===== config.mk =====
export PLATFORM = sky130hd
export DESIGN_NAME = ipn_endpoint_text_parser_core_flat
export DESIGN_NICKNAME = d
export VERILOG_FILES = /design/src/ipt_pkg.sv /design/src/ipt_if.sv /design/src/ipn_endpoint_text_parser_core.sv /design/src/flat_wrapper.sv
export SDC_FILE = /design/constraint.sdc
export NUM_CORES = 1
export LEC_CHECK = 0
export ABC_CLOCK_PERIOD_IN_PS = 6400
export BUFFER_PORTS_ARGS = -buffer_cell sky130_fd_sc_hd__clkbuf_2
export CORE_MARGIN = 2
export CORE_UTILIZATION = 35
export CTS_BUF_LIST = sky130_fd_sc_hd__clkbuf_8
export CTS_CLUSTER_DIAMETER = 200
export DETAILED_ROUTE_END_ITERATION = 10
export GPL_TIMING_DRIVEN = 0
export PLACE_DENSITY = 0.47
export SYNTH_ARGS = -nofsm -noshare
export SYNTH_HDL_FRONTEND = slang
export SYNTH_SLANG_ARGS = --single-unit

===== constraint.sdc =====
create_clock -name i_clk -period 6.4 [get_ports i_clk]
set_clock_uncertainty 0.2 [all_clocks]
set_input_delay 1.28 -clock i_clk [delete_from_list [all_inputs] [get_ports i_clk]]
set_output_delay 1.28 -clock i_clk [all_outputs]
set_load 0.1 [all_outputs]

===== src/ipt_pkg.sv =====
`timescale 1ns / 1ps

package ipt_pkg;

    // payload widths
    localparam int CHAR_W = 8;
    localparam int NUM_W  = 64;
    localparam int CNT_W  = 8;

    // text length limits, counted in characters
    localparam logic [CNT_W-1:0] MIN_TEXT_LEN = 8'd7;
    localparam logic [CNT_W-1:0] MAX_TEXT_LEN = 8'd128;
    localparam logic [CNT_W-1:0] COUNT_MAX    = 8'hFF;

    // largest accumulator value that can still take another digit
    localparam logic [NUM_W-1:0] ACC_LIMIT = 64'd1844674407370955161;

    // character codes
    localparam logic [CHAR_W-1:0] CH_NUL   = 8'h00;
    localparam logic [CHAR_W-1:0] CH_TAB   = 8'h09;
    localparam logic [CHAR_W-1:0] CH_CR    = 8'h0D;
    localparam logic [CHAR_W-1:0] CH_SPACE = 8'h20;
    localparam logic [CHAR_W-1:0] CH_PLUS  = 8'h2B;
    localparam logic [CHAR_W-1:0] CH_MINUS = 8'h2D;
    localparam logic [CHAR_W-1:0] CH_DOT   = 8'h2E;
    localparam logic [CHAR_W-1:0] CH_ZERO  = 8'h30;
    localparam logic [CHAR_W-1:0] CH_NINE  = 8'h39;
    localparam logic [CHAR_W-1:0] CH_COLON = 8'h3A;
    localparam logic [CHAR_W-1:0] CH_I     = 8'h69;
    localparam logic [CHAR_W-1:0] CH_N     = 8'h6E;
    localparam logic [CHAR_W-1:0] CH_P     = 8'h70;

    // scheme prefix, one character per position
    localparam logic [CHAR_W-1:0] PREFIX_CHARS [4] = '{CH_I, CH_P, CH_N, CH_COLON};

    // parser phases
    typedef enum logic [3:0] {
        PH_PREFIX   = 4'd0,
        PH_NODE_WS  = 4'd1,
        PH_NODE_SGN = 4'd2,
        PH_NODE_DIG = 4'd3,
        PH_NODE_END = 4'd4,
        PH_SVC_WS   = 4'd5,
        PH_SVC_SGN  = 4'd6,
        PH_SVC_DIG  = 4'd7,
        PH_SVC_END  = 4'd8,
        PH_FAILED   = 4'd9
    } t_phase;

endpackage


===== src/ipt_if.sv =====
`timescale 1ns / 1ps

// character request channel
interface ipt_in_if;
    import ipt_pkg::*;

    logic              valid;
    logic              ready;
    logic [CHAR_W-1:0] text_char;
    logic              last_char;

    modport source (output valid, output text_char, output last_char, input ready);
    modport sink   (input valid, input text_char, input last_char, output ready);
endinterface

// parse result channel
interface ipt_out_if;
    import ipt_pkg::*;

    logic             valid;
    logic             ready;
    logic             status;
    logic [NUM_W-1:0] node_number;
    logic [NUM_W-1:0] service_number;

    modport source (output valid, output status, output node_number,
                    output service_number, input ready);
    modport sink   (input valid, input status, input node_number,
                    input service_number, output ready);
endinterface


===== src/ipn_endpoint_text_parser_core.sv =====
`timescale 1ns / 1ps
// Endpoint-ID text parser for "ipn:NODE.SERVICE".
// i_text carries one character per request, last_char set on the final one.
// o_result carries one request per text: status (0 ok, 1 error) and the node
// and service numbers, both zero on error. Each number is read like strtoul
// in base 10: leading white space, optional sign, digits, ignored tail.
// Throughput: one character per cycle unless a final character waits on the
// result register; the digit unit does one multiply-by-ten and add per cycle,
// shared by both number parts. Each accepted character passes through the
// input register and is parsed as it leaves; the final character also loads
// the result register once it is free, driving o_result.valid from there.
// Stall: the result register holds its request until o_result.ready. A
// following text keeps streaming in while it waits; only the next final
// character parks in the input register, and then i_text.ready drops until
// the result register frees up.
// Reset: the parser returns to the prefix phase with counts, accumulators
// and flags cleared, and both the input and result registers empty. After a
// final character the parser is back in that state for the next text.
module ipn_endpoint_text_parser_core (
    input  logic       i_clk,
    input  logic       i_rst_n,
    ipt_in_if.sink     i_text,
    ipt_out_if.source  o_result
);
    import ipt_pkg::*;

    // input register
    logic              r_in_valid;
    logic [CHAR_W-1:0] r_in_char;
    logic              r_in_last;

    // parser state
    t_phase            r_phase,    n_phase;
    logic [CNT_W-1:0]  r_count,    n_count;
    logic [NUM_W-1:0]  r_node_acc, n_node_acc;
    logic [NUM_W-1:0]  r_svc_acc,  n_svc_acc;
    logic              r_node_neg, n_node_neg;
    logic              r_node_dig, n_node_dig;
    logic              r_node_ovf, n_node_ovf;
    logic              r_svc_neg,  n_svc_neg;
    logic              r_svc_dig,  n_svc_dig;
    logic              r_svc_ovf,  n_svc_ovf;

    // result register
    logic              r_out_valid;
    logic              r_out_err;
    logic [NUM_W-1:0]  r_out_node;
    logic [NUM_W-1:0]  r_out_svc;
    logic              r_out_node_neg;
    logic              r_out_svc_neg;

    logic              w_out_free;
    logic              w_in_take;
    logic              w_out_load;
    logic              w_err;

    logic              w_is_space;
    logic              w_is_digit;
    logic              w_is_minus;
    logic              w_is_sign;
    logic              w_at_ws;
    logic              w_in_svc;

    logic [3:0]        w_digit;
    logic [NUM_W-1:0]  w_sel_acc;
    logic              w_acc_over;
    logic [NUM_W-1:0]  w_acc_next;

    // handshake
    assign w_out_free   = !r_out_valid || o_result.ready;
    assign w_in_take    = r_in_valid && (!r_in_last || w_out_free);
    assign w_out_load   = w_in_take && r_in_last;
    assign i_text.ready = !r_in_valid || w_in_take;

    // input register
    always_ff @(posedge i_clk) begin
        if (!i_rst_n) begin
            r_in_valid <= 1'b0;
        end else if (i_text.ready) begin
            r_in_valid <= i_text.valid;
        end
    end

    always_ff @(posedge i_clk) begin
        if (i_text.ready && i_text.valid) begin
            r_in_char <= i_text.text_char;
            r_in_last <= i_text.last_char;
        end
    end

    // character classes
    assign w_is_space = (r_in_char == CH_SPACE) || (r_in_char >= CH_TAB && r_in_char <= CH_CR);
    assign w_is_digit = (r_in_char >= CH_ZERO) && (r_in_char <= CH_NINE);
    assign w_is_minus = (r_in_char == CH_MINUS);
    assign w_is_sign  = w_is_minus || (r_in_char == CH_PLUS);
    assign w_at_ws    = (r_phase == PH_NODE_WS) || (r_phase == PH_SVC_WS);
    assign w_in_svc   = (r_phase == PH_SVC_WS) || (r_phase == PH_SVC_SGN)
                     || (r_phase == PH_SVC_DIG);

    // shared digit unit: acc * 10 + digit with overflow check
    assign w_digit    = r_in_char[3:0];
    assign w_sel_acc  = w_in_svc ? r_svc_acc : r_node_acc;
    assign w_acc_over = (w_sel_acc > ACC_LIMIT) || (w_sel_acc == ACC_LIMIT && w_digit > 4'd5);
    assign w_acc_next = (w_sel_acc << 3) + (w_sel_acc << 1) + {{(NUM_W-4){1'b0}}, w_digit};

    // next parser state
    always_comb begin
        n_phase    = r_phase;
        n_count    = r_count;
        n_node_acc = r_node_acc;
        n_svc_acc  = r_svc_acc;
        n_node_neg = r_node_neg;
        n_node_dig = r_node_dig;
        n_node_ovf = r_node_ovf;
        n_svc_neg  = r_svc_neg;
        n_svc_dig  = r_svc_dig;
        n_svc_ovf  = r_svc_ovf;

        if (w_in_take) begin
            if (r_count != COUNT_MAX) begin
                n_count = r_count + 8'd1;
            end

            unique case (r_phase)
                PH_PREFIX: begin
                    if (r_in_char != PREFIX_CHARS[r_count[1:0]]) begin
                        n_phase = PH_FAILED;
                    end else if (r_count[1:0] == 2'd3) begin
                        n_phase = PH_NODE_WS;
                    end
                end
                PH_NODE_WS, PH_NODE_SGN, PH_NODE_DIG, PH_NODE_END: begin
                    priority if (r_in_char == CH_DOT) begin
                        n_phase = PH_SVC_WS;
                    end else if (r_in_char == CH_NUL) begin
                        n_phase = PH_FAILED;
                    end else if (r_phase == PH_NODE_END) begin
                        n_phase = PH_NODE_END;
                    end else if (w_at_ws && w_is_space) begin
                        n_phase = r_phase;
                    end else if (w_at_ws && w_is_sign) begin
                        n_phase    = PH_NODE_SGN;
                        n_node_neg = r_node_neg | w_is_minus;
                    end else if (w_is_digit) begin
                        n_phase    = PH_NODE_DIG;
                        n_node_dig = 1'b1;
                        if (!r_node_ovf) begin
                            if (w_acc_over) begin
                                n_node_ovf = 1'b1;
                            end else begin
                                n_node_acc = w_acc_next;
                            end
                        end
                    end else begin
                        n_phase = PH_NODE_END;
                    end
                end
                PH_SVC_WS, PH_SVC_SGN, PH_SVC_DIG: begin
                    priority if (w_at_ws && w_is_space) begin
                        n_phase = r_phase;
                    end else if (w_at_ws && w_is_sign) begin
                        n_phase   = PH_SVC_SGN;
                        n_svc_neg = r_svc_neg | w_is_minus;
                    end else if (w_is_digit) begin
                        n_phase   = PH_SVC_DIG;
                        n_svc_dig = 1'b1;
                        if (!r_svc_ovf) begin
                            if (w_acc_over) begin
                                n_svc_ovf = 1'b1;
                            end else begin
                                n_svc_acc = w_acc_next;
                            end
                        end
                    end else begin
                        n_phase = PH_SVC_END;
                    end
                end
                default: begin
                    n_phase = r_phase;
                end
            endcase
        end
    end

    // final verdict from the state after the last character
    assign w_err = (n_count < MIN_TEXT_LEN) || (n_count > MAX_TEXT_LEN)
                || !((n_phase == PH_SVC_WS) || (n_phase == PH_SVC_SGN)
                  || (n_phase == PH_SVC_DIG) || (n_phase == PH_SVC_END))
                || !n_node_dig || n_node_ovf || !n_svc_dig || n_svc_ovf;

    // parser state register, cleared again after each text
    always_ff @(posedge i_clk) begin
        if (!i_rst_n || w_out_load) begin
            r_phase    <= PH_PREFIX;
            r_count    <= '0;
            r_node_acc <= '0;
            r_svc_acc  <= '0;
            r_node_neg <= 1'b0;
            r_node_dig <= 1'b0;
            r_node_ovf <= 1'b0;
            r_svc_neg  <= 1'b0;
            r_svc_dig  <= 1'b0;
            r_svc_ovf  <= 1'b0;
        end else begin
            r_phase    <= n_phase;
            r_count    <= n_count;
            r_node_acc <= n_node_acc;
            r_svc_acc  <= n_svc_acc;
            r_node_neg <= n_node_neg;
            r_node_dig <= n_node_dig;
            r_node_ovf <= n_node_ovf;
            r_svc_neg  <= n_svc_neg;
            r_svc_dig  <= n_svc_dig;
            r_svc_ovf  <= n_svc_ovf;
        end
    end

    // result register
    always_ff @(posedge i_clk) begin
        if (!i_rst_n) begin
            r_out_valid <= 1'b0;
        end else if (w_out_load) begin
            r_out_valid <= 1'b1;
        end else if (o_result.ready) begin
            r_out_valid <= 1'b0;
        end
    end

    always_ff @(posedge i_clk) begin
        if (w_out_load) begin
            r_out_err      <= w_err;
            r_out_node     <= w_err ? '0 : n_node_acc;
            r_out_svc      <= w_err ? '0 : n_svc_acc;
            r_out_node_neg <= !w_err && n_node_neg;
            r_out_svc_neg  <= !w_err && n_svc_neg;
        end
    end

    // sign applied on the way out, modulo 2^64
    assign o_result.valid          = r_out_valid;
    assign o_result.status         = r_out_err;
    assign o_result.node_number    = r_out_node_neg ? (64'd0 - r_out_node) : r_out_node;
    assign o_result.service_number = r_out_svc_neg ? (64'd0 - r_out_svc) : r_out_svc;

    // a result appears only after a final character was parsed
    a_result_from_last: assert property (@(posedge i_clk) disable iff (!i_rst_n)
        $rose(r_out_valid) |-> $past(w_in_take && r_in_last))
        else $error("result appeared without a final character");

    // the parser is back at the prefix after each text
    a_reset_after_text: assert property (@(posedge i_clk) disable iff (!i_rst_n)
        w_out_load |=> (r_phase == PH_PREFIX) && (r_count == '0))
        else $error("parser not cleared after final character");

    // a failed text stays failed until its final character
    a_failed_sticks: assert property (@(posedge i_clk) disable iff (!i_rst_n)
        (r_phase == PH_FAILED) && !w_out_load |=> (r_phase == PH_FAILED))
        else $error("parser left the failed phase early");

    // an accepted request always lands in the input register
    a_in_captured: assert property (@(posedge i_clk) disable iff (!i_rst_n)
        i_text.valid && i_text.ready |=> r_in_valid)
        else $error("accepted request lost");

endmodule

===== src/flat_wrapper.sv =====
// flat-port wrapper written by rule: the top's interface ports become plain ports
module ipn_endpoint_text_parser_core_flat import ipt_pkg::*;
  (i_clk, i_rst_n, i_text_valid, i_text_text_char, i_text_last_char, i_text_ready, o_result_valid, o_result_status, o_result_node_number, o_result_service_number, o_result_ready);
  ipt_in_if i_text_i ();
  ipt_out_if o_result_i ();
  input  logic i_clk;
  input  logic i_rst_n;
  input wire logic [$bits(i_text_i.valid)-1:0] i_text_valid;
  input wire logic [$bits(i_text_i.text_char)-1:0] i_text_text_char;
  input wire logic [$bits(i_text_i.last_char)-1:0] i_text_last_char;
  output wire logic [$bits(i_text_i.ready)-1:0] i_text_ready;
  output wire logic [$bits(o_result_i.valid)-1:0] o_result_valid;
  output wire logic [$bits(o_result_i.status)-1:0] o_result_status;
  output wire logic [$bits(o_result_i.node_number)-1:0] o_result_node_number;
  output wire logic [$bits(o_result_i.service_number)-1:0] o_result_service_number;
  input wire logic [$bits(o_result_i.ready)-1:0] o_result_ready;
  assign i_text_i.valid = i_text_valid;
  assign i_text_i.text_char = i_text_text_char;
  assign i_text_i.last_char = i_text_last_char;
  assign i_text_ready = i_text_i.ready;
  assign o_result_valid = o_result_i.valid;
  assign o_result_status = o_result_i.status;
  assign o_result_node_number = o_result_i.node_number;
  assign o_result_service_number = o_result_i.service_number;
  assign o_result_i.ready = o_result_ready;
  ipn_endpoint_text_parser_core u_core (.i_clk(i_clk), .i_rst_n(i_rst_n), .i_text(i_text_i), .o_result(o_result_i));
endmodule

==> results.yml <==
outcome:
  status: "complete, no violations"
global_route:
  gr-total-overflow: 0
  grt_pass1_vias: 17786
  grt_use_met1_pct: 34.4
  met3_usage_pct: 3.89
  antenna_found_initial: 4
  busiest_layer: "met2"
  grt_max_degree: 68
  grt_pass1_wl_um: 111000
  grtUsageTotal_pct: 24.6
  gr-usage-met2_pct: 38.8
floorplanning:
  ios: 144
  die_h_um: 243
  fp.coreArea_um2: 56300
  die-area_um2: 58800
  die_x_um: 243
  start_util_pct: 35.4
  rows: 87
critical_path:
  crit_fanout: 5
  crit_chain: "or4_4 > or4b_4 > or4_4 > nand2b_4 > nand2b_4 > o31ai_2 > nand2_1 > xor2_1 > clkbuf_2"
  reg2reg_from: "u_core.r_phase[3]"
  cp.arrival_ns: 4.79
  path_class: "flip-flop to output port"
  cp_slowest_stage_delay_ns: 0.64
  cp-end-kind: "output port"
  ff2ff_setup_slack_ns: 0.22
  required_ns: 4.92
  crit_slowest_cell: "or4_4"
  start_kind: "flip-flop"
  worstReg2RegEnd: "u_core.r_out_node[57]"
  reg2reg_depth: 18
min_path:
  holdPathEnd: "u_core.r_svc_neg"
  hp-start: "u_core.r_svc_neg"
  hp-class: "flip-flop to flip-flop"
  hold-path-cell-count: 2
synthesis:
  synth-edff-count: 140
  yosysTopAreaCell: "edfxtp_1"
  ys_top_cells_by_area: "edfxtp_1 (21%), dfxtp_1 (15%), ha_1 (8.1%), nor2_1 (6.5%), xnor2_1 (6.5%)"
  synthAdderAreaFrac_pct: 8.21
  syn_area_um2: 19900
  yosysWarnings: 0
  synth-main-ff-cell: "dfxtp_1"
  yosysTopAreaCellShare_pct: 21.1
  yosysSeqAreaShare_pct: 36.0
  synthMuxAreaShare_pct: 6.77
  synth_commonest_cells: "nor2_1 (346), nand2_1 (297), dfxtp_1 (148), xnor2_1 (148), edfxtp_1 (140)"
  synth_top_family_by_area: "simple AND/OR/NAND/NOR gates"
  synth_cell_types: 85
  synth-compound-area-share_pct: 15.2
  synth_most_common_cell: "nor2_1"
  synth_fp_nets: 2429
  ys_seq_elements: 288
  synth-simple-area-share_pct: 22.4
  async_flop_share_pct: 0
  synth_area_per_cell_um2: 8.71
  synthCells: 2286
  synth_xor_xnor_area_share_pct: 8.18
detailed_routing:
  wl_per_cell_um: 22.4
  ant_nets: 0
  drtPass1Iterations: 5
  drt-total-wl_um: 73700
  vias: 18134
  drt_iter0_drc: 1467
  viasPerCell: 5.52
  drcViolationCount: 0
sta:
  hold_viol_final: 0
  max_clock_freq_mhz: 159
  finalCriticalPeriod_ns: 6.27
  slew_violations: 0
  timing.slew.headroom_pct: 4.07
  hold_ws_ns: 0.277
  worst_pin_slew_ns: 1.44
  grt_setup_unrepaired: "no"
  post-route-period-util_pct: 98.0
  fin_tns_setup_ns: 0
  setup_viol: 0
power:
  irDropWorstVdd_mv: 0.118
  powerDensity_nw_per_um2: 191
  leakage_nw: 8.73
clocking:
  worstSkewPairLatency_ns: 0.67
  cts_buffers: 50
  cts_hold_repair.buffers: 0
  h-tree-depth: 2
  clockRootBuffer: "clkbuf_8"
  clkSinkCount: 288
  cts_tree: "yes"
  clk_pin_slew_ns: 0.06
  cts_buffer_depth: 3
placement:
  hpwl_um: 57800
  port_buffers: 143
  dp_cells: 3188
  place_area_um2: 21600
  place_congestion: 0.955
final_layout:
  drive_gt1_share_pct: 12.6
  fin_area_um2: 22900
  finalNonFillerCells: 3287
  area_growth_syn_to_layout_pct: 15.0
  multi_input_area_um2: 12300
  ff_latch_area_um2: 7170
  utilization_pct: 40.7
  finalNetCount: 2630
  fillers: 5815
job:
  cap_viol_max_count: 0
-- cell type report --
| class | count | area share [%] |
|---|---|---|
| antenna | 2 | 0.0219 |
| buffer | 119 | 2.42 |
| clock buffer | 57 | 3.43 |
| clock inverter | 37 | 0.924 |
| inverter | 26 | 0.426 |
| multi-input combinational | 1851 | 53.5 |
| sequential | 288 | 31.3 |
| tap | 756 | 4.13 |
| timing repair buffer | 151 | 3.80 |
-- layout by cell type, fill, tap and decap left out, types with 22 or more instances in the layout --
| cell type | instances |
|---|---|
| a21oi_1 | 99 |
| or4_1 | 22 |
| nand2_1 | 296 |
| nor2_1 | 344 |
| dfxtp_1 | 148 |
| a21o_1 | 28 |
| nor4_1 | 24 |
| clkbuf_2 | 135 |
| xnor2_1 | 148 |
| inv_1 | 44 |
| xor2_1 | 38 |
| clkbuf_1 | 81 |
| nand4_1 | 45 |
| o21ai_0 | 89 |
| clkbuf_8 | 59 |
| o211ai_1 | 23 |
| or3_1 | 28 |
| nor3_1 | 39 |
| a31oi_1 | 26 |
| o31ai_1 | 38 |
| nand3_1 | 36 |
| mux2i_1 | 128 |
| edfxtp_1 | 140 |
| ha_1 | 129 |
-- stage by stage --
step / setup WS, ns / total power [W]
floorplan: 0.304 / 0.00256
global placement: -2.51 / 0.00269
detailed placement: -2.64 / 0.00269
CTS: 0.000751 / 0.00442
global route: 0.00354 / 0.00452
finish: 0.129 / 0.00437
-- per-layer routing --
metal / vias to the layer above / part of all wire [%]
met4: 0 / 2.8
met3: 102 / 5.1
li1: 8755 / -
met2: 495 / 45
met5: - / 0
met1: 8782 / 47
-- cells by family after synthesis --
family                     count (synthesis)
AOI/OAI and AO/OA                        448
xor gates and xnor gates                 186
adders and majority gates                130
buffers and inverters                    147
DFF                                      288
muxes                                    134
and+or+nand+nor                          953
-- critical path, delay by kind of cell (launching register included) --
family,cells,cell delay (ns)
xor+xnor,1,0.20
flops,1,0.45
buf+inv,1,0.48
compound gates,1,0.63
simple gates,6,2.34
-- worst max-delay path by stage --
stage / cells after the start / start / end / slack, ns
after floorplan: 9 / u_core.r_out_node[8] / o_result_node_number[62] / 0.30
after global placement: 20 / u_core.r_phase[0] / u_core.r_out_node[42] / -2.51
after detailed placement: 20 / u_core.r_phase[0] / u_core.r_out_node[42] / -2.64
after CTS: 10 / u_core.r_out_svc[6] / o_result_service_number[56] / 0.0008
after global routing: 10 / u_core.r_out_svc[8] / o_result_service_number[60] / 0.004
final: 9 / u_core.r_out_node[8] / o_result_node_number[56] / 0.13
-- where the power goes --
group,internal (W),switching (W),leakage [nW]
registers,0.00196,0.0000396,2.34
logic,0.000105,0.000546,5.81
clock network,0.000896,0.000824,0.575
total,0.00296,0.00141,8.73
-- sequential cells by signal, summed over array words and instances, names as in the netlist --
| signal | count |
|---|---|
| u_core.r_out_node_neg | 1 |
| u_core.o_result.valid | 1 |
| u_core.r_phase | 4 |
| u_core.r_svc_acc | 64 |
| u_core.r_node_dig | 1 |
| u_core.r_svc_neg | 1 |
| u_core.r_in_char | 8 |
| u_core.r_svc_dig | 1 |
| u_core.r_out_svc | 64 |
| u_core.r_out_node | 64 |
| u_core.o_result.status | 1 |
| u_core.r_count | 8 |
| u_core.r_svc_ovf | 1 |
| u_core.r_node_acc | 64 |
| u_core.r_node_neg | 1 |
| u_core.r_node_ovf | 1 |
| u_core.r_in_last | 1 |
| u_core.r_in_valid | 1 |
| u_core.r_out_svc_neg | 1 |
-- what timing repair did --
| item | 4_1_cts | 5_1_grt |
|---|---|---|
| gates resized for setup | 46 | 20 |
| setup endpoints to repair | 246 | 29 |
| setup buffers | 3 | 2 |
| pin swaps | 4 | 2 |
Note: power is estimated with default switching activity, not from simulation.
